===== src/rtl/core/phd_pkg.sv =====
package phd_pkg;

	// Result status codes
	typedef enum logic [2:0] {
		STATUS_HEADER    = 3'd0,
		STATUS_HDR_DONE  = 3'd1,
		STATUS_PAYLOAD   = 3'd2,
		STATUS_ZERO_CTRL = 3'd3,
		STATUS_TOO_LONG  = 3'd4,
		STATUS_BAD_TYPE  = 3'd5,
		STATUS_HALTED    = 3'd6
	} status_t;

	// Field widths
	localparam int unsigned BYTE_W  = 8;
	localparam int unsigned LEN_W   = 24;
	localparam int unsigned MAXL_W  = 25;
	localparam int unsigned TSIZE_W = 4;
	localparam int unsigned TNAME_W = 64;
	localparam int unsigned ADDR_W  = 3;
	localparam int unsigned DATA_W  = 32;

	// Register index of max_packet_length
	localparam logic REG_MAX_LEN = 1'b0;
	localparam logic [MAXL_W-1:0] MAX_LEN_RESET = 25'd65536;

	// Flag bits of the control byte
	localparam int unsigned FL_RESERVED = 0;
	localparam int unsigned FL_BIG      = 1;
	localparam int unsigned FL_COMPOUND = 2;

	// Legal type byte range
	localparam logic [BYTE_W-1:0] TYPE_LO = 8'h21;
	localparam logic [BYTE_W-1:0] TYPE_HI = 8'h7E;

endpackage


===== src/rtl/core/phd_ifs.sv =====
// Byte stream channel
interface phd_byte_if;
	logic                         valid;
	logic                         ready;
	logic [phd_pkg::BYTE_W-1:0]   data_byte;

	modport source(output valid, output data_byte, input ready);
	modport sink(input valid, input data_byte, output ready);
endinterface

// Decoded result channel
interface phd_result_if;
	logic                          valid;
	logic                          ready;
	phd_pkg::status_t              status;
	logic [phd_pkg::BYTE_W-1:0]    out_byte;
	logic [phd_pkg::LEN_W-1:0]     payload_length;
	logic [phd_pkg::TSIZE_W-1:0]   type_size;
	logic [phd_pkg::TNAME_W-1:0]   type_name;
	logic                          big_endian_flag;
	logic                          compound_flag;
	logic                          reserved_flag;
	logic                          packet_end;

	modport source(
		output valid, output status, output out_byte, output payload_length,
		output type_size, output type_name, output big_endian_flag,
		output compound_flag, output reserved_flag, output packet_end,
		input ready
	);
	modport sink(
		input valid, input status, input out_byte, input payload_length,
		input type_size, input type_name, input big_endian_flag,
		input compound_flag, input reserved_flag, input packet_end,
		output ready
	);
endinterface


===== src/rtl/core/packet_header_deframer.sv =====
// A byte taken from the stream is held in the input byte register and its
// result in the result register. One byte per cycle while the result channel
// takes results; the header parse is one pass of logic between the two.
// Reset (arst_n low, asynchronous): parser waits for a control byte,
// decode state cleared, max_packet_length = 65536, both stages empty.
module packet_header_deframer (
	input  logic                              clk,
	input  logic                              arst_n,
	phd_byte_if.sink                          stream,
	phd_result_if.source                      result,
	input  logic                              psel,
	input  logic                              penable,
	input  logic                              pwrite,
	input  logic [phd_pkg::ADDR_W-1:0]        paddr,
	input  logic [phd_pkg::DATA_W-1:0]        pwdata,
	output logic [phd_pkg::DATA_W-1:0]        prdata,
	output logic                              pready
);

	typedef enum logic [2:0] {
		PH_CONTROL = 3'd0,
		PH_LENGTH  = 3'd1,
		PH_TYPE    = 3'd2,
		PH_PAYLOAD = 3'd3,
		PH_HALT    = 3'd4
	} phase_t;

	// Configuration
	logic [phd_pkg::MAXL_W-1:0] max_len_q;

	// Parser state
	phase_t                       phase_q, phase_n;
	logic [phd_pkg::LEN_W-1:0]    len_q, len_n;
	logic [1:0]                   lcnt_q, lcnt_n;
	logic [phd_pkg::TSIZE_W-1:0]  tcnt_q, tcnt_n;
	logic [2:0]                   flags_q, flags_n;
	logic [phd_pkg::LEN_W-1:0]    bcnt_q, bcnt_n;
	logic [phd_pkg::TNAME_W-1:0]  tname_q, tname_n;

	// Stage registers
	logic                         valid_s1;
	logic [phd_pkg::BYTE_W-1:0]   byte_s1;
	logic                         valid_s2;
	phd_pkg::status_t             status_s2, status_n;
	logic [phd_pkg::BYTE_W-1:0]   obyte_s2, obyte_n;
	logic [phd_pkg::LEN_W-1:0]    len_s2;
	logic [phd_pkg::TSIZE_W-1:0]  tcnt_s2;
	logic [phd_pkg::TNAME_W-1:0]  tname_s2;
	logic [2:0]                   flags_s2;
	logic                         pend_s2, pend_n;

	logic advance;

	// Total packet size check: payload + length bytes + type bytes + control
	function automatic logic size_ok(
		input logic [phd_pkg::LEN_W-1:0]   lv,
		input logic [1:0]                  lc,
		input logic [phd_pkg::TSIZE_W-1:0] tc,
		input logic [phd_pkg::MAXL_W-1:0]  lim
	);
		logic [phd_pkg::MAXL_W-1:0] total;
		total = {1'b0, lv} + {23'b0, lc} + {21'b0, tc} + 25'd1;
		return total <= lim;
	endfunction

	// APB register port
	assign pready = 1'b1;
	assign prdata = (paddr[2] == phd_pkg::REG_MAX_LEN) ? {7'b0, max_len_q} : '0;

	always_ff @(posedge clk or negedge arst_n) begin
		if (!arst_n) begin
			max_len_q <= phd_pkg::MAX_LEN_RESET;
		end else if (psel && penable && pwrite && pready
				&& paddr[2] == phd_pkg::REG_MAX_LEN) begin
			max_len_q <= pwdata[phd_pkg::MAXL_W-1:0];
		end
	end

	// Handshakes: stage 1 moves on when the result stage is free or drains
	assign advance      = valid_s1 && (!valid_s2 || result.ready);
	assign stream.ready = !valid_s1 || advance;

	// One parse step on the byte held in stage 1
	always_comb begin
		phase_n  = phase_q;
		len_n    = len_q;
		lcnt_n   = lcnt_q;
		tcnt_n   = tcnt_q;
		flags_n  = flags_q;
		bcnt_n   = bcnt_q;
		tname_n  = tname_q;
		status_n = phd_pkg::STATUS_HEADER;
		obyte_n  = byte_s1;
		pend_n   = 1'b0;
		unique case (phase_q)
			PH_CONTROL: begin
				if (byte_s1 == '0) begin
					status_n = phd_pkg::STATUS_ZERO_CTRL;
					phase_n  = PH_HALT;
				end else begin
					lcnt_n  = byte_s1[7:6];
					tcnt_n  = {1'b0, byte_s1[5:3]} + 4'd1;
					flags_n = byte_s1[2:0];
					len_n   = '0;
					tname_n = '0;
					bcnt_n  = '0;
					if (byte_s1[7:6] == 2'd0) begin
						if (!size_ok('0, 2'd0, tcnt_n, max_len_q)) begin
							status_n = phd_pkg::STATUS_TOO_LONG;
							phase_n  = PH_HALT;
						end else begin
							// no length bytes: length is zero, compound drops
							flags_n[phd_pkg::FL_COMPOUND] = 1'b0;
							phase_n = PH_TYPE;
						end
					end else begin
						phase_n = PH_LENGTH;
					end
				end
			end
			PH_LENGTH: begin
				if (flags_q[phd_pkg::FL_BIG]) begin
					len_n = {len_q[15:0], byte_s1};
				end else begin
					len_n = len_q | ({16'b0, byte_s1} << {bcnt_q[1:0], 3'b000});
				end
				bcnt_n = bcnt_q + 24'd1;
				if (bcnt_n >= {22'b0, lcnt_q}) begin
					if (!size_ok(len_n, lcnt_q, tcnt_q, max_len_q)) begin
						status_n = phd_pkg::STATUS_TOO_LONG;
						phase_n  = PH_HALT;
					end else begin
						if (len_n == '0) begin
							flags_n[phd_pkg::FL_COMPOUND] = 1'b0;
						end
						bcnt_n  = '0;
						phase_n = PH_TYPE;
					end
				end
			end
			PH_TYPE: begin
				if (byte_s1 < phd_pkg::TYPE_LO || byte_s1 > phd_pkg::TYPE_HI) begin
					status_n = phd_pkg::STATUS_BAD_TYPE;
					phase_n  = PH_HALT;
				end else begin
					tname_n = tname_q | ({56'b0, byte_s1} << {bcnt_q[2:0], 3'b000});
					bcnt_n  = bcnt_q + 24'd1;
					if (bcnt_n >= {20'b0, tcnt_q}) begin
						status_n = phd_pkg::STATUS_HDR_DONE;
						if (len_q == '0) begin
							pend_n  = 1'b1;
							bcnt_n  = '0;
							phase_n = PH_CONTROL;
						end else begin
							bcnt_n  = len_q;
							phase_n = PH_PAYLOAD;
						end
					end
				end
			end
			PH_PAYLOAD: begin
				status_n = phd_pkg::STATUS_PAYLOAD;
				bcnt_n   = bcnt_q - 24'd1;
				if (bcnt_n == '0) begin
					pend_n  = 1'b1;
					phase_n = PH_CONTROL;
				end
			end
			default: begin
				// halted: only reset gets out
				status_n = phd_pkg::STATUS_HALTED;
				obyte_n  = '0;
				phase_n  = PH_HALT;
			end
		endcase
	end

	// Stage 1: input byte register
	always_ff @(posedge clk or negedge arst_n) begin
		if (!arst_n) begin
			valid_s1 <= 1'b0;
			byte_s1  <= '0;
		end else if (stream.ready) begin
			valid_s1 <= stream.valid;
			if (stream.valid) begin
				byte_s1 <= stream.data_byte;
			end
		end
	end

	// Parser state and result register
	always_ff @(posedge clk or negedge arst_n) begin
		if (!arst_n) begin
			phase_q   <= PH_CONTROL;
			len_q     <= '0;
			lcnt_q    <= '0;
			tcnt_q    <= '0;
			flags_q   <= '0;
			bcnt_q    <= '0;
			tname_q   <= '0;
			valid_s2  <= 1'b0;
			status_s2 <= phd_pkg::STATUS_HEADER;
			obyte_s2  <= '0;
			len_s2    <= '0;
			tcnt_s2   <= '0;
			tname_s2  <= '0;
			flags_s2  <= '0;
			pend_s2   <= 1'b0;
		end else if (advance) begin
			phase_q   <= phase_n;
			len_q     <= len_n;
			lcnt_q    <= lcnt_n;
			tcnt_q    <= tcnt_n;
			flags_q   <= flags_n;
			bcnt_q    <= bcnt_n;
			tname_q   <= tname_n;
			valid_s2  <= 1'b1;
			status_s2 <= status_n;
			obyte_s2  <= obyte_n;
			len_s2    <= len_n;
			tcnt_s2   <= tcnt_n;
			tname_s2  <= tname_n;
			flags_s2  <= flags_n;
			pend_s2   <= pend_n;
		end else if (result.ready) begin
			valid_s2 <= 1'b0;
		end
	end

	// Result channel
	assign result.valid           = valid_s2;
	assign result.status          = status_s2;
	assign result.out_byte        = obyte_s2;
	assign result.payload_length  = len_s2;
	assign result.type_size       = tcnt_s2;
	assign result.type_name       = tname_s2;
	assign result.big_endian_flag = flags_s2[phd_pkg::FL_BIG];
	assign result.compound_flag   = flags_s2[phd_pkg::FL_COMPOUND];
	assign result.reserved_flag   = flags_s2[phd_pkg::FL_RESERVED];
	assign result.packet_end      = pend_s2;

`ifndef ASSERT_OFF
	// Errors are sticky
	a_halt_sticky: assert property (@(posedge clk) disable iff (!arst_n)
		phase_q == PH_HALT |=> phase_q == PH_HALT)
		else $error("parser left halt without reset");

	// Halted results carry no byte
	a_halt_byte: assert property (@(posedge clk) disable iff (!arst_n)
		result.valid && result.status == phd_pkg::STATUS_HALTED |-> result.out_byte == '0)
		else $error("halted result carries a byte");

	// Packet end only on the last type byte or a payload byte
	a_pend_status: assert property (@(posedge clk) disable iff (!arst_n)
		result.valid && result.packet_end |->
		(result.status == phd_pkg::STATUS_HDR_DONE
		|| result.status == phd_pkg::STATUS_PAYLOAD))
		else $error("packet end on a wrong status");

	// Input stalls only when both stages are full and the result is held
	a_stall_cause: assert property (@(posedge clk) disable iff (!arst_n)
		!stream.ready |-> valid_s1 && valid_s2 && !result.ready)
		else $error("input stalled without back pressure");

	// Empty packets never report compound
	a_compound_zero: assert property (@(posedge clk) disable iff (!arst_n)
		result.valid && result.status == phd_pkg::STATUS_HDR_DONE
		&& result.payload_length == '0 |-> !result.compound_flag)
		else $error("compound flag set on a zero length packet");
`endif

endmodule

===== src/flat_wrapper.sv =====
// flat-port wrapper written by rule: the top's interface ports become plain ports
module packet_header_deframer_flat 
  (clk, arst_n, psel, penable, pwrite, paddr, pwdata, prdata, pready, stream_valid, stream_data_byte, stream_ready, result_valid, result_status, result_out_byte, result_payload_length, result_type_size, result_type_name, result_big_endian_flag, result_compound_flag, result_reserved_flag, result_packet_end, result_ready);
  phd_byte_if stream_i ();
  phd_result_if result_i ();
  input  logic clk;
  input  logic arst_n;
  input  logic psel;
  input  logic penable;
  input  logic pwrite;
  input  logic [phd_pkg::ADDR_W-1:0] paddr;
  input  logic [phd_pkg::DATA_W-1:0] pwdata;
  output logic [phd_pkg::DATA_W-1:0] prdata;
  output logic pready;
  input wire logic [$bits(stream_i.valid)-1:0] stream_valid;
  input wire logic [$bits(stream_i.data_byte)-1:0] stream_data_byte;
  output wire logic [$bits(stream_i.ready)-1:0] stream_ready;
  output wire logic [$bits(result_i.valid)-1:0] result_valid;
  output wire logic [$bits(result_i.status)-1:0] result_status;
  output wire logic [$bits(result_i.out_byte)-1:0] result_out_byte;
  output wire logic [$bits(result_i.payload_length)-1:0] result_payload_length;
  output wire logic [$bits(result_i.type_size)-1:0] result_type_size;
  output wire logic [$bits(result_i.type_name)-1:0] result_type_name;
  output wire logic [$bits(result_i.big_endian_flag)-1:0] result_big_endian_flag;
  output wire logic [$bits(result_i.compound_flag)-1:0] result_compound_flag;
  output wire logic [$bits(result_i.reserved_flag)-1:0] result_reserved_flag;
  output wire logic [$bits(result_i.packet_end)-1:0] result_packet_end;
  input wire logic [$bits(result_i.ready)-1:0] result_ready;
  assign stream_i.valid = stream_valid;
  assign stream_i.data_byte = stream_data_byte;
  assign stream_ready = stream_i.ready;
  assign result_valid = result_i.valid;
  assign result_status = result_i.status;
  assign result_out_byte = result_i.out_byte;
  assign result_payload_length = result_i.payload_length;
  assign result_type_size = result_i.type_size;
  assign result_type_name = result_i.type_name;
  assign result_big_endian_flag = result_i.big_endian_flag;
  assign result_compound_flag = result_i.compound_flag;
  assign result_reserved_flag = result_i.reserved_flag;
  assign result_packet_end = result_i.packet_end;
  assign result_i.ready = result_ready;
  packet_header_deframer u_core (.clk(clk), .arst_n(arst_n), .stream(stream_i), .result(result_i), .psel(psel), .penable(penable), .pwrite(pwrite), .paddr(paddr), .pwdata(pwdata), .prdata(prdata), .pready(pready));
endmodule

===== config.mk =====
export PLATFORM = sky130hd
export DESIGN_NAME = packet_header_deframer_flat
export DESIGN_NICKNAME = d
export VERILOG_FILES = /design/src/rtl/core/phd_pkg.sv /design/src/rtl/core/phd_ifs.sv /design/src/rtl/core/packet_header_deframer.sv /design/src/flat_wrapper.sv
export SDC_FILE = /design/constraint.sdc
export NUM_CORES = 1
export LEC_CHECK = 0
export ABC_AREA = 1
export ABC_CLOCK_PERIOD_IN_PS = 9060
export BUFFER_PORTS_ARGS = -buffer_cell sky130_fd_sc_hd__clkbuf_2
export CAP_MARGIN = 40
export CELL_PAD_IN_SITES_DETAIL_PLACEMENT = 1
export CELL_PAD_IN_SITES_GLOBAL_PLACEMENT = 1
export CORE_MARGIN = 2
export CORE_UTILIZATION = 32
export DETAILED_ROUTE_END_ITERATION = 6
export GPL_TIMING_DRIVEN = 1
export PLACE_DENSITY_LB_ADDON = 0.1
export SLEW_MARGIN = 20
export SYNTH_ARGS = -nofsm -noshare
export SYNTH_HDL_FRONTEND = slang
export SYNTH_SLANG_ARGS = --single-unit

===== constraint.sdc =====
create_clock -name clk -period 9.06 [get_ports clk]
set_clock_uncertainty 0.15 [all_clocks]
set_input_delay 1.812 -clock clk [delete_from_list [all_inputs] [get_ports clk]]
set_output_delay 1.812 -clock clk [all_outputs]
set_load 0.005 [all_outputs]

### Yosys cells after proc, flatten, opt, wreduce, memory -nomap -nowiden

Index checks and enable logic that the tools add are counted.

* input bits: 50
* output and inout bits: 142
* word-level logic and storage cells: 118
* register bits: 171

* $lt $le $gt $ge: 6
* add/sub/neg operators: 7
* equality and inequality tests: 10
* reductions and logical operators: 27
* bitwise gates (word level): 4
* shift-type cells: 2
* muxes and demuxes: 47

Operators with widths (number)
* $mux W24: 8
* $mux W64: 2
* $pmux W64 S2: 1
* $pmux W24 S4: 1
* $logic_not A24 Y1: 3
* $or A64 B64 Y64: 1
* $shl A8 B6 Y64: 1
* $le A25 B25 Y1: 2
* $pmux W24 S2: 1
* $mux W3: 15
* $add A24 B2 Y25: 1
* $add A25 B1 Y25 const B: 1
* $add A25 B4 Y25: 1
* $mux W25: 1
* $add A24 B1 Y24 const B: 1
* $ge A24 B2 Y1: 1
* $ge A24 B4 Y1: 1
* $or A24 B24 Y24: 1
* $pmux W3 S4: 2
* $shl A8 B5 Y24: 1
* $sub A24 B1 Y24 const B: 1
* $mux W1: 12
* $reduce_and A4 Y1: 3
* $gt A8 B7 Y1 const B: 1
* 24 further kinds: 40

### Longest topological paths before layout

Gate-level depths: netlist of run 1.

* depth in word-level cells: 11
* depth in mapped cells: 37
* mapped depth without buffers: 33

### Worst setup path before layout of run 1

OpenSTA, ideal clock, no wires.

* path kind: register to register
* start point: reg u_core.bcnt_q[1] in the netlist's numbering
* end point: reg u_core.bcnt_q[21] in the netlist's numbering
* arrival: 4.839 ns
* setup slack: 4.006 ns
* cell stages (with the launch flop): 32
* required time: 8.845 ns
* cells stage by stage: dfrtp_1 buf_6 clkbuf_1 nor3_1 o22ai_1 fa_1 inv_1 ha_1 nand3_1 nand2_1 a21oi_1 o21ai_0 nand4_1 nor2_2 nand2_1 nor2_2 nand3_1 xor2_1 ha_1 nand2_1 inv_1 nand3_1 nor2_1 nand3_1 nand3_1 nand2_1 inv_1 clkbuf_1 nand4_1 nand3_2 nand2_1 nand2_1

* longest elaborated chain between the ends: 11

RTL lines
* from (decl): line packet_header_deframer.sv:37 `logic [phd_pkg::LEN_W-1:0] bcnt_q, bcnt_n;`
* from (signal assigned): line packet_header_deframer.sv:215 `bcnt_q <= bcnt_n;`
* $shl A8 B5 Y24: line packet_header_deframer.sv:125 `len_n = len_q | ({16'b0, byte_s1} << {bcnt_q[1:0], 3'b000});`
* $or A24 B24 Y24: line packet_header_deframer.sv:125
* $mux W24: line packet_header_deframer.sv:122 `if (flags_q[phd_pkg::FL_BIG]) begin`
* $mux W24: line packet_header_deframer.sv:95 `unique case (phase_q)`
* $add A24 B2 Y25: line packet_header_deframer.sv:62 `total = {1'b0, lv} + {23'b0, lc} + {21'b0, tc} + 25'd1;`
* $add A25 B4 Y25: line packet_header_deframer.sv:62
* $add A25 B1 Y25: line packet_header_deframer.sv:62
* $le A25 B25 Y1: line packet_header_deframer.sv:63 `return total <= lim;`
* $mux W24: line packet_header_deframer.sv:129 `if (!size_ok(len_n, lcnt_q, tcnt_q, max_len_q)) begin`
* $mux W24: line packet_header_deframer.sv:128 `if (bcnt_n >= {22'b0, lcnt_q}) begin`
* $pmux W24 S4 (*): line packet_header_deframer.sv:95

Every way passes the cells marked *; elsewhere a longest branch is shown, timed or not. The select of a mux whose other input is x is not followed.
A chain may end at the register's enable or synchronous reset.

### Worst setup path in the final report of run 1

Same ends and word-level chain as after synthesis.

==> summary.txt, run 1 <==
Logic synthesis
  • Synth async-reset ratio: 100%
  • Adder-cell share of the synthesized area: about 6.0%
  • Sequential area share after synthesis: between 30 and 40%
  • Mapped cell area: 11700 sq um
  • Synth top area share: 36.4%
  • Complex-gate fraction of the synthesized area: 10.8%
  • Synth cell count leaders: nand2_1 (303), inv_1 (188), nor2_1 (174)
  • Yosys reg bits: approximately 170
  • Main flop type after synthesis: dfrtp_1
  • Yosys cell types: 49
  • Most numerous cell in the Yosys netlist: nand2_1
  • Synth area leaders: dfrtp_1 (36%), nand2_1 (9.7%), nand3_1 (6.2%)
  • Ys Warns: 0
  • Post-synthesis mux area share: 0%
  • Synthesized instance count: between 1500 and 2000
  • Syn avg cell area: roughly 7.3 sq um
  • Dominant cell type by area after synthesis: dfrtp_1
  • Synth Area in XOR/XNOR: under 10%
  • Synth Area in Simple Gates: 33.3%
  • Largest family of logic cells by synthesized area: simple AND/OR/NAND/NOR gates
  • Number of synthesized flops with an enable pin: 0

Setup path
  • Crit end category: flop
  • Slowest Stage Delay on Critical Path: about 0.76 ns
  • Crit path arrival time: approximately 7 ns
  • Delay-heaviest family, CP: simple AND/OR/NAND/NOR gates
  • CP max stage cell: nor3_1
  • Worst setup path start: u_core.bcnt_q[1]$_DFFE_PN0P_
  • WP data required: 9.30 ns
  • Worst reg2reg startpoint: u_core.bcnt_q[1]$_DFFE_PN0P_
  • CP Launch Type: flop
  • Crit-path max FO: 18
  • CP most frequent cell: nand2_1
  • Worst setup path class: flop to flop
  • Worst path buffer plus inverter count: 4

Floorplanning
  • Starting Density: between 30 and 40%
  • Std-Cell Rows: 69
  • IO Pins: around 190
  • Die Height: between 150 and 200 microns
  • Die X-Extent: 195 microns
  • Core box area: ~36000 sq um
  • Die area: 38100 sq um

Routing
  • Drt initial violations: between 500 and 600
  • Final wirelength: around 42000 microns
  • Drt pass-1 iters: 4
  • Drt wl/cell: about 19 microns
  • Drt via density: 5.03
  • Routed vias: 11100
  • DRC violations left: 0
  • Post-DRT Antenna Nets: 0

CTS
  • Post-CTS setup buffers: 0
  • H-tree Lvls: 4
  • Max Root-Sink Buffers: 2
  • CTS clk-pin slew, worst paths: approximately 0.07 ns
  • Clk Tree Root Cell: clkbuf_16
  • Inserted Clock Buffers: 17
  • Hold Buf Count CTS: 0
  • Clock sinks: between 150 and 200
  • Clock Latency Late Sink: between 0.4 and 0.5 ns
  • CTS tree: yes
  • PostCTS Resize Cnt: 0

Placement
  • Port bufs: ~170
  • Placer Congestion: 0.876
  • Cells after DPL: around 2200
  • Placed cell area: ~13000 sq um
  • Post-DP HPWL: around 33000 microns

Timing
  • Relative slew slack: about 45%
  • RSZ-0062 raised after global routing: no
  • TNS Setup: 0 ns
  • Fmax: between 0.15 and 0.2 GHz
  • Final Critical Period: about 6.6 ns
  • Tightest Pin Transition: just over 0.8 ns
  • Setup-failing EPs final: 0
  • Final Max Slew Viols: 0
  • Crit share post-route: approximately three quarters
  • Hold Fails Final Rpt: 0

Power
  • Seq pwr share: 24.8%
  • Combinational group share of total power: about 58%
  • P_sw: about 2400 uW
  • PD cells: 350 nW/um^2
  • Leakage power: 0.00698 uW
  • Pint: approximately 2300 uW
  • Clock Power Share: 17.3%
  • VDD IR max: ~0.15 mV
  • Sw Ratio: about half

Outcome
  • Outcome: completed

GRT
  • First-pass GRT wire length: about 66000 microns
  • Vias in the first global route: 11300
  • Gr ovfl total: 0
  • Total GRT Usage: a little under a quarter
  • Largest net degree at the start of global routing: 66
  • Initial antenna violation count: 0

Final layout
  • Non-Filler Instances: roughly 2200
  • Net count, final: 1828
  • Finished Cell Area: 13500 sq um
  • Antenna cells: 0
  • # fillers: between 4000 and 5000
  • Area grow syn2layout: 15.8%
  • Share of layout cells above drive strength 1: 18.5%

Worst hold path
  • Min-delay src: u_core.flags_q[0]$_DFFE_PN0P_
  • Hold crit path type: flop to flop

Run
  • Total of max-cap violations: 0
## tightest hold or removal path: cells and delay by family, from the launching register on
family	cells	cell delay (ns)
flip-flops	1	0.34
AO/OA/AOI/OAI	1	0.06
AND/OR/NAND/NOR	1	0.05
## per-layer routing
metal  track usage, %  share of wire (%)  vias up
met2             36.8                 47      166
met4             6.45                1.9        0
met3             3.90                3.5       29
met1             30.9                 47     5411
li1                 -                  -     5444
met5                0                  0        -
## power groups by stage
stage / clock network (uW) / registers [uW] / logic, uW
final: 817 / 1170 / 2740
after detailed placement: 0 / 1190 / 2750
after global routing: 877 / 1200 / 3130
after CTS: 844 / 1180 / 2770
after floorplan: 0 / 1080 / 1950
after global placement: 0 / 1180 / 2680
## stage by stage
step / hold WS, ns / util [%] / setup WS [ns] / total power, uW
2_1_floorplan: 0.322 / - / 4.01 / 3030
3_3_place_gp: 0.320 / 35.8 / 2.27 / 3870
3_5_place_dp: 0.327 / 36.1 / 2.51 / 3940
4_1_cts: 0.347 / 37.8 / 2.44 / 4790
5_1_grt: 0.359 / 37.8 / 1.81 / 5210
6_report: 0.341 / 37.8 / 2.44 / 4730
## flip-flops by register name, summed over array words and instances (netlist names)
register	cells
u_core.bcnt_q	24
u_core.lcnt_q	2
u_core.tname_q	64
u_core.result.out_byte	8
u_core.result.packet_end	1
u_core.len_q	24
u_core.tcnt_q	4
u_core.result.status	3
u_core.byte_s1	8
u_core.result.valid	1
u_core.flags_q	3
u_core.max_len_q	25
u_core.phase_q	3
u_core.valid_s1	1
## cells by family (layout without fill, tap and decap cells)
kind of cell | Yosys count | after routing
buf+inv | 289 | 420
simple gates | 827 | 827
compound gates | 216 | 216
xor+xnor | 38 | 38
flops | 171 | 171
fa+ha+maj | 55 | 55
other cells | 2 | 8
## final cells by class
class	instances	area (sq um)	share of cell area (%)
clock buffer	17	425	3.14
clock inverter	14	210	1.55
inverter	200	756	5.59
multi-input combinational	1144	6230	46.1
sequential	171	4280	31.6
tap	461	577	4.26
timing repair buffer	189	1050	7.76
## cell usage in the layout (no fill, tap or decap), types with 8 or more instances in the layout
cell / count
nand3_2: 10
nor2_4: 8
o21a_1: 44
nor4_1: 8
buf_4: 11
clkbuf_2: 173
xor2_1: 32
nand2_1: 303
nand4_1: 60
dfrtp_1: 170
nand3_1: 144
o21ai_0: 64
inv_1: 188
nand2_2: 31
inv_2: 10
conb_1: 8
nor2_2: 17
clkbuf_16: 17
ha_1: 53
a21oi_1: 77
nor2_1: 173
nor3_1: 53
## final timing paths
| kind | end | slack [ns] | cells after the start |
|---|---|---|---|
| worst max-delay path | u_core.bcnt_q[21]$_DFFE_PN0P_ | 2.44 | 29 |
| worst min-delay path | u_core.flags_q[0]$_DFFE_PN0P_ | 0.34 | 2 |
| worst max register to register | u_core.bcnt_q[21]$_DFFE_PN0P_ | 2.44 | 29 |
| worst min register to register | u_core.flags_q[0]$_DFFE_PN0P_ | 0.34 | 2 |
| max in group asynchronous | u_core.max_len_q[16]$_DFFE_PN1P_ | 6.43 | 3 |
| min in group asynchronous | u_core.result.packet_end$_DFFE_PN0P_ | 1.12 | 1 |
Note: power is estimated with default switching activity, not from simulation.
==> inputs of run 2 (changes only) <==
Settings changed: ABC_AREA 1 to 0, ABC_CLOCK_PERIOD_IN_PS 9060 to 6380.
Clock period 9.06 ns to 6.38 ns, I/O delays scaled along.
==> summary.txt, run 2 <==
Outcome
  • Outcome: completed

Power
  • VDD IR max: between 0.2 and 0.25 mV
  • Final Power: slightly above 6000 uW
  • Leakage power: about 0.006 uW
  • PD cells: approximately 470 nW/um^2

Final layout
  • Net count, final: between 1500 and 2000
  • Share of layout cells above drive strength 1: between 20% and 30%
  • Most frequent cells in the layout: clkbuf_2 (174), dfrtp_1 (170), nor2_1 (153)
  • Commonest non-fill, non-tap cell in the layout: clkbuf_2
  • # fillers: 3968
  • Largest registers: u_core.tname_q: 64 flops, u_core.max_len_q: 25 flops
  • Largest register FFs: 64
  • Reg with most FFs: u_core.tname_q
  • Non-Filler Instances: about 1900
  • Area grow syn2layout: 18.9%
  • Antenna cells: 0

Timing
  • Fmax: roughly 0.17 GHz
  • Tightest Pin Transition: just under 0.9 ns
  • Hold slack: between 0.3 and 0.4 ns
  • Final WS setup: just under 0.4 ns
  • Final Critical Period: approximately 6 ns
  • Setup-failing EPs final: 0
  • Relative slew slack: 42.1%
  • Hold Fails Final Rpt: 0
  • RSZ-0062 raised after global routing: no
  • TNS Setup: 0 ns
  • Crit share post-route: around 94%
  • Final Max Slew Viols: 0

Run
  • Total of max-cap violations: 0

Setup path
  • R2R Path End: u_core.bcnt_q[22]$_DFFE_PN0P_
  • Worst path buffer plus inverter count: 1
  • Worst reg2reg startpoint: u_core.flags_q[1]$_DFFE_PN0P_
  • Crit-path max FO: 8
  • WP data required: 6.57 ns
  • Worst reg-to-reg path cell count: 21
  • R2R Setup Slk: 0.38 ns
  • Crit path arrival time: just over 6 ns
  • Critical-path cell list: o21bai_2 > a21oi_1 > fa_1 > inv_1 > ha_1 > a21o_1 > a21oi_1 > o21bai_1 > a21oi_2 > or2_2 > nor2_1 > xor2_1 > ha_1 > nand4_1 > or4_1 > or4b_1 > nand4_1 > o31ai_4 > o2bb2ai_1 > and3_1 > or3_1
  • Slowest Stage Delay on Critical Path: between 0.5 and 0.6 ns
  • Delay-heaviest family, CP: simple AND/OR/NAND/NOR gates
  • CP max stage cell: or4_1
  • Crit end category: flop
  • Worst setup path class: flop to flop
  • CP Launch Type: flop

GRT
  • Vias in the first global route: roughly 10000
  • First-pass GRT wire length: 62900 microns
  • Largest net degree at the start of global routing: 111
  • Initial antenna violation count: 1
  • Total GRT Usage: about 23%
  • Gr ovfl total: 0

Floorplanning
  • IO Pins: 192
  • Die Height: approximately 190 microns
  • Starting Density: 32.5%
  • Std-Cell Rows: 67
  • Die X-Extent: 188 microns
  • Core box area: between 30000 and 40000 sq um
  • Die area: 35400 sq um

Logic synthesis
  • Dominant cell type by area after synthesis: dfrtp_1
  • Yosys cell types: slightly below 80
  • Synth cell count leaders: dfrtp_1 (170), nor2_1 (153), nand2_1 (134)
  • Synthesized instance count: 1267
  • Yosys reg bits: 171
  • Most numerous cell in the Yosys netlist: dfrtp_1
  • Syn avg cell area: 8.57 sq um
  • Ys Warns: 0
  • Sequential area share after synthesis: 39.4%
  • Main flop type after synthesis: dfrtp_1
  • Mapped cell area: ~11000 sq um
  • Synth area leaders: dfrtp_1 (39%), ha_1 (6.1%), nor2_1 (5.3%)
  • Synth async-reset ratio: 100%
  • Number of synthesized flops with an enable pin: 0
  • Synth top area share: between 30 and 40%

Worst hold path
  • Hold crit path type: flop to flop
  • Hold Crit Depth: 2
  • Worst Hold End: u_core.result.out_byte[6]$_DFFE_PN0P_
  • Min-delay src: u_core.result.out_byte[6]$_DFFE_PN0P_

Routing
  • Post-DRT Antenna Nets: 0
  • Final wirelength: 40300 microns
  • Routed vias: ~10000
  • Drt pass-1 iters: 5
  • Drt wl/cell: between 20 and 25 microns
  • Drt via density: about 5.3
  • DRC violations left: 0
  • Drt initial violations: ~630

CTS
  • Inserted Clock Buffers: 17
  • Clk Tree Root Cell: clkbuf_16
  • Clock Latency Late Sink: 0.46 ns
  • Clock sinks: roughly 170
  • CTS tree: yes
  • H-tree Lvls: 4
  • Max Root-Sink Buffers: 2
  • CTS clk-pin slew, worst paths: 0.08 ns

Placement
  • Placer Congestion: about 0.86
  • Post-DP HPWL: 29400 microns
  • Cells after DPL: around 1800
  • Port bufs: 174
  • Dpl ws: 0.248 ns
==> run 2: cell count changes in the layout (fill, tap and decap cells not counted), sizes merged, moves of 17 or more <==
cell,before,now
a31oi,5,22
buf,16,51
nor2,200,154
a21oi,79,113
mux2,0,35
nor3,54,26
nand2b,0,19
nand3,156,31
nor2b,0,22
nand2,336,134
o31ai,0,30
o21a,44,2
nand4,60,26
inv,203,53
==> run 2: how the worst max path moves through the flow <==
stage                     slack, ns                          start                            end  cells after the start
after global placement         0.33  u_core.flags_q[1]$_DFFE_PN0P_  u_core.bcnt_q[22]$_DFFE_PN0P_                     20
after global routing           0.05  u_core.flags_q[1]$_DFFE_PN0P_  u_core.bcnt_q[22]$_DFFE_PN0P_                     24
final                          0.38  u_core.flags_q[1]$_DFFE_PN0P_  u_core.bcnt_q[22]$_DFFE_PN0P_                     21
after detailed placement       0.25  u_core.flags_q[1]$_DFFE_PN0P_  u_core.bcnt_q[22]$_DFFE_PN0P_                     20
after CTS                      0.18  u_core.flags_q[1]$_DFFE_PN0P_  u_core.bcnt_q[22]$_DFFE_PN0P_                     20
after floorplan                0.22  u_core.flags_q[1]$_DFFE_PN0P_  u_core.bcnt_q[22]$_DFFE_PN0P_                     24
==> run 2: worst reg2reg max path: stages (launching register included) <==
cell and delay [ns]:
dfrtp_1 0.44, o21bai_2 0.24, a21oi_1 0.27, fa_1 0.47, inv_1 0.12, ha_1 0.25
a21o_1 0.16, a21oi_1 0.24, o21bai_1 0.11, a21oi_2 0.27, or2_2 0.19, nor2_1 0.05
xor2_1 0.15, ha_1 0.28, nand4_1 0.12, or4_1 0.57, or4b_1 0.56, nand4_1 0.28
o31ai_4 0.22, o2bb2ai_1 0.18, and3_1 0.19, or3_1 0.36
==> run 2: metrics by stage <==
stage               util (%)  area (sq um)
floorplan                  -         10900
global placement        36.6         12200
detailed placement      36.6         12300
CTS                     38.4         12900
global route            38.6         12900
finish                  38.6         12900
==> run 2: power breakdown <==
part / leakage, uW / internal, uW / switching (uW) / total (uW)
Sequential: 0.00226 / 1330 / 377 / 1710
Clock: 0.000291 / 594 / 521 / 1110
Combinational: 0.00361 / 1220 / 2020 / 3240
==> run 2: layout make-up <==
| class | instances | area [sq um] | area share (%) |
|---|---|---|---|
| multi-input cells | 954 | 6000 | 46.5 |
| clock inverters | 14 | 179 | 1.39 |
| flip-flops and latches | 171 | 4280 | 33.2 |
| inverters | 47 | 176 | 1.37 |
| repair buffers | 226 | 1280 | 9.95 |
| clock buffers | 18 | 429 | 3.32 |
| well taps | 448 | 561 | 4.34 |
==> run 2: cell families after synthesis <==
kind of cell	count (synthesis)	share of synthesized area (%)
XOR/XNOR	44	3.55
flip-flops	171	39.4
buffers and inverters	148	5.77
adder cells (fa/ha/maj)	55	6.47
AND/OR/NAND/NOR	504	23.1
other	2	0.0692
multiplexers	38	3.91
AO/OA/AOI/OAI	305	17.8
==> run 2: timing repair <==
action,CTS,global route
buffers inserted,0,2
resized for setup,0,4
endpoints found under the setup margin,0,3
hold buffers,0,0
==> run 2: layer usage <==
layer	track usage, %	vias to the layer above	wire length, microns
li1	-	4757	-
met1	31.3	4994	18500
met2	39.0	200	19800
met3	3.04	37	1390
met4	6.24	0	680
met5	0	-	0
==> inputs of run 3 (changes only) <==
Settings changed: CELL_PAD_IN_SITES_DETAIL_PLACEMENT 1 to 2, CELL_PAD_IN_SITES_GLOBAL_PLACEMENT 1 to 2.
==> summary.txt, run 3 (same netlist as run 2, synthesis figures left out) <==
Timing
  • Hold slack: about 0.32 ns
  • Hold Fails Final Rpt: 0
  • Final Max Slew Viols: 0
  • Relative slew slack: roughly two fifths
  • Tightest Pin Transition: around 0.9 ns
  • Setup-failing EPs final: 0
  • Crit share post-route: 93.5%
  • Final WS setup: just over 0.4 ns
  • TNS Setup: 0 ns
  • RSZ-0062 raised after global routing: no
  • Fmax: ~0.17 GHz
  • Final Critical Period: a little under 6 ns

GRT
  • Gr ovfl total: 0
  • Total GRT Usage: about a quarter
  • Vias in the first global route: 11100
  • Initial antenna violation count: 0
  • Largest net degree at the start of global routing: about 120
  • First-pass GRT wire length: 67500 microns

Power
  • PD cells: approximately 480 nW/um^2
  • VDD IR max: 0.250 mV
  • Leakage power: just over 0.006 uW

Setup path
  • Crit end category: flop
  • CP Launch Type: flop
  • WP data required: ~6.6 ns
  • Worst setup path class: flop to flop
  • Crit-path max FO: 5
  • Crit path arrival time: between 6 and 7 ns

CTS
  • H-tree Lvls: 4
  • CTS tree: yes
  • CTS clk-pin slew, worst paths: around 0.080 ns
  • Clock Latency Late Sink: around 0.46 ns
  • Clk Tree Root Cell: clkbuf_16
  • Max Root-Sink Buffers: 2
  • Inserted Clock Buffers: 17
  • Clock sinks: 171
  • Hold Buf Count CTS: 0

Run
  • Total of max-cap violations: 0

Final layout
  • Share of layout cells above drive strength 1: between 20% and 30%
  • Commonest non-fill, non-tap cell in the layout: clkbuf_2
  • Largest registers: u_core.tname_q: 64 flops, u_core.max_len_q: 25 flops
  • Fin util: between 30% and 40%
  • Reg with most FFs: u_core.tname_q
  • Net count, final: ~1500
  • Largest register FFs: 64
  • Antenna cells: 0
  • Area grow syn2layout: 19.0%
  • Most frequent cells in the layout: clkbuf_2 (173), dfrtp_1 (170), nor2_1 (153)

Routing
  • Routed vias: 10300
  • Final wirelength: around 43000 microns
  • Wl on met1: roughly 20000 microns
  • Drt via density: 5.47
  • Met3 wire length: between 1000 and 1500 microns
  • Metal2 WL: roughly 21000 microns
  • Drt pass-1 iters: 4
  • Drt initial violations: between 500 and 600
  • DRC violations left: 0
  • Top Metal Used: met4
  • Post-DRT Antenna Nets: 0
  • Drt wl/cell: ~23 microns

Floorplanning
  • Die X-Extent: 188 microns
  • Die Height: about 190 microns
  • Starting Density: 32.5%
  • Die area: roughly 35000 sq um
  • Core box area: about 33000 sq um
  • Std-Cell Rows: 67
  • IO Pins: 192

Placement
  • Placer Congestion: between 0.8 and 0.9
  • Port bufs: 174
  • Post-DP HPWL: 31200 microns
  • Dpl ws: between 0.15 and 0.2 ns

Outcome
  • Outcome: completed

Worst hold path
  • Hold crit path type: flop to flop
run 3: metrics by stage:
stage	total power (uW)	area [sq um]	cells
floorplan	3770	10900	1273
global placement	4920	12200	1838
detailed placement	5050	12300	1841
CTS	6270	12900	1873
global route	6740	12900	1876
finish	6230	12900	1876
run 3: metal layers:
| metal | vias up | GRT usage, % |
|---|---|---|
| li1 | 4756 | - |
| met1 | 5280 | 32.8 |
| met2 | 191 | 42.5 |
| met3 | 37 | 3.69 |
| met4 | 0 | 6.48 |
| met5 | - | 0 |
run 3: path summary, 6_finish.rpt:
check                                                       from                               endpoint  slack (ns)  cells past startpoint
setup / recovery                   u_core.flags_q[1]$_DFFE_PN0P_          u_core.bcnt_q[22]$_DFFE_PN0P_        0.42                     23
hold / removal             u_core.result.out_byte[6]$_DFFE_PN0P_  u_core.result.out_byte[6]$_DFFE_PN0P_        0.32                      2
setup reg to reg                   u_core.flags_q[1]$_DFFE_PN0P_          u_core.bcnt_q[22]$_DFFE_PN0P_        0.42                     23
hold reg to reg            u_core.result.out_byte[6]$_DFFE_PN0P_  u_core.result.out_byte[6]$_DFFE_PN0P_        0.32                      2
max in group asynchronous                                 arst_n         u_core.tname_q[13]$_DFFE_PN0P_        4.36                      2
min in group asynchronous                                 arst_n           u_core.bcnt_q[8]$_DFFE_PN0P_        0.62                      1
run 3: worst max-delay path: stages, from the launching register on:
cell       delay [ns]
dfrtp_1          0.45
o21bai_2         0.18
a21oi_1          0.14
fa_1             0.49
inv_1            0.07
fa_1             0.46
a21oi_1          0.16
nor2_1           0.05
nor2_1           0.16
inv_1            0.08
a21oi_2          0.21
nor2_1           0.09
nand2_1          0.10
nor2_1           0.06
xor2_1           0.18
ha_1             0.32
nand4_1          0.15
or4_1            0.57
or4b_1           0.56
nand4_1          0.31
o31ai_4          0.17
o2bb2ai_1        0.17
and3_1           0.20
or3_1            0.36
run 3: power breakdown:
part	leakage, uW	internal, uW	switching [uW]
clock network	0.000311	668	516
logic	0.00360	1230	2080
registers	0.00226	1330	404
run 3: area by class of cell:
class | instances | area [sq um]
inverters | 47 | 176
flip-flops and latches | 171 | 4280
clock inverters | 14 | 206
well taps | 448 | 561
multi-input cells | 954 | 6000
repair buffers | 224 | 1270
clock buffers | 18 | 429
fillers | 3789 | 20500
run 3: what timing repair did:
action                                  CTS  global route
buffers inserted                          0             2
endpoints found under the setup margin    0            18
resized for setup                         0             4
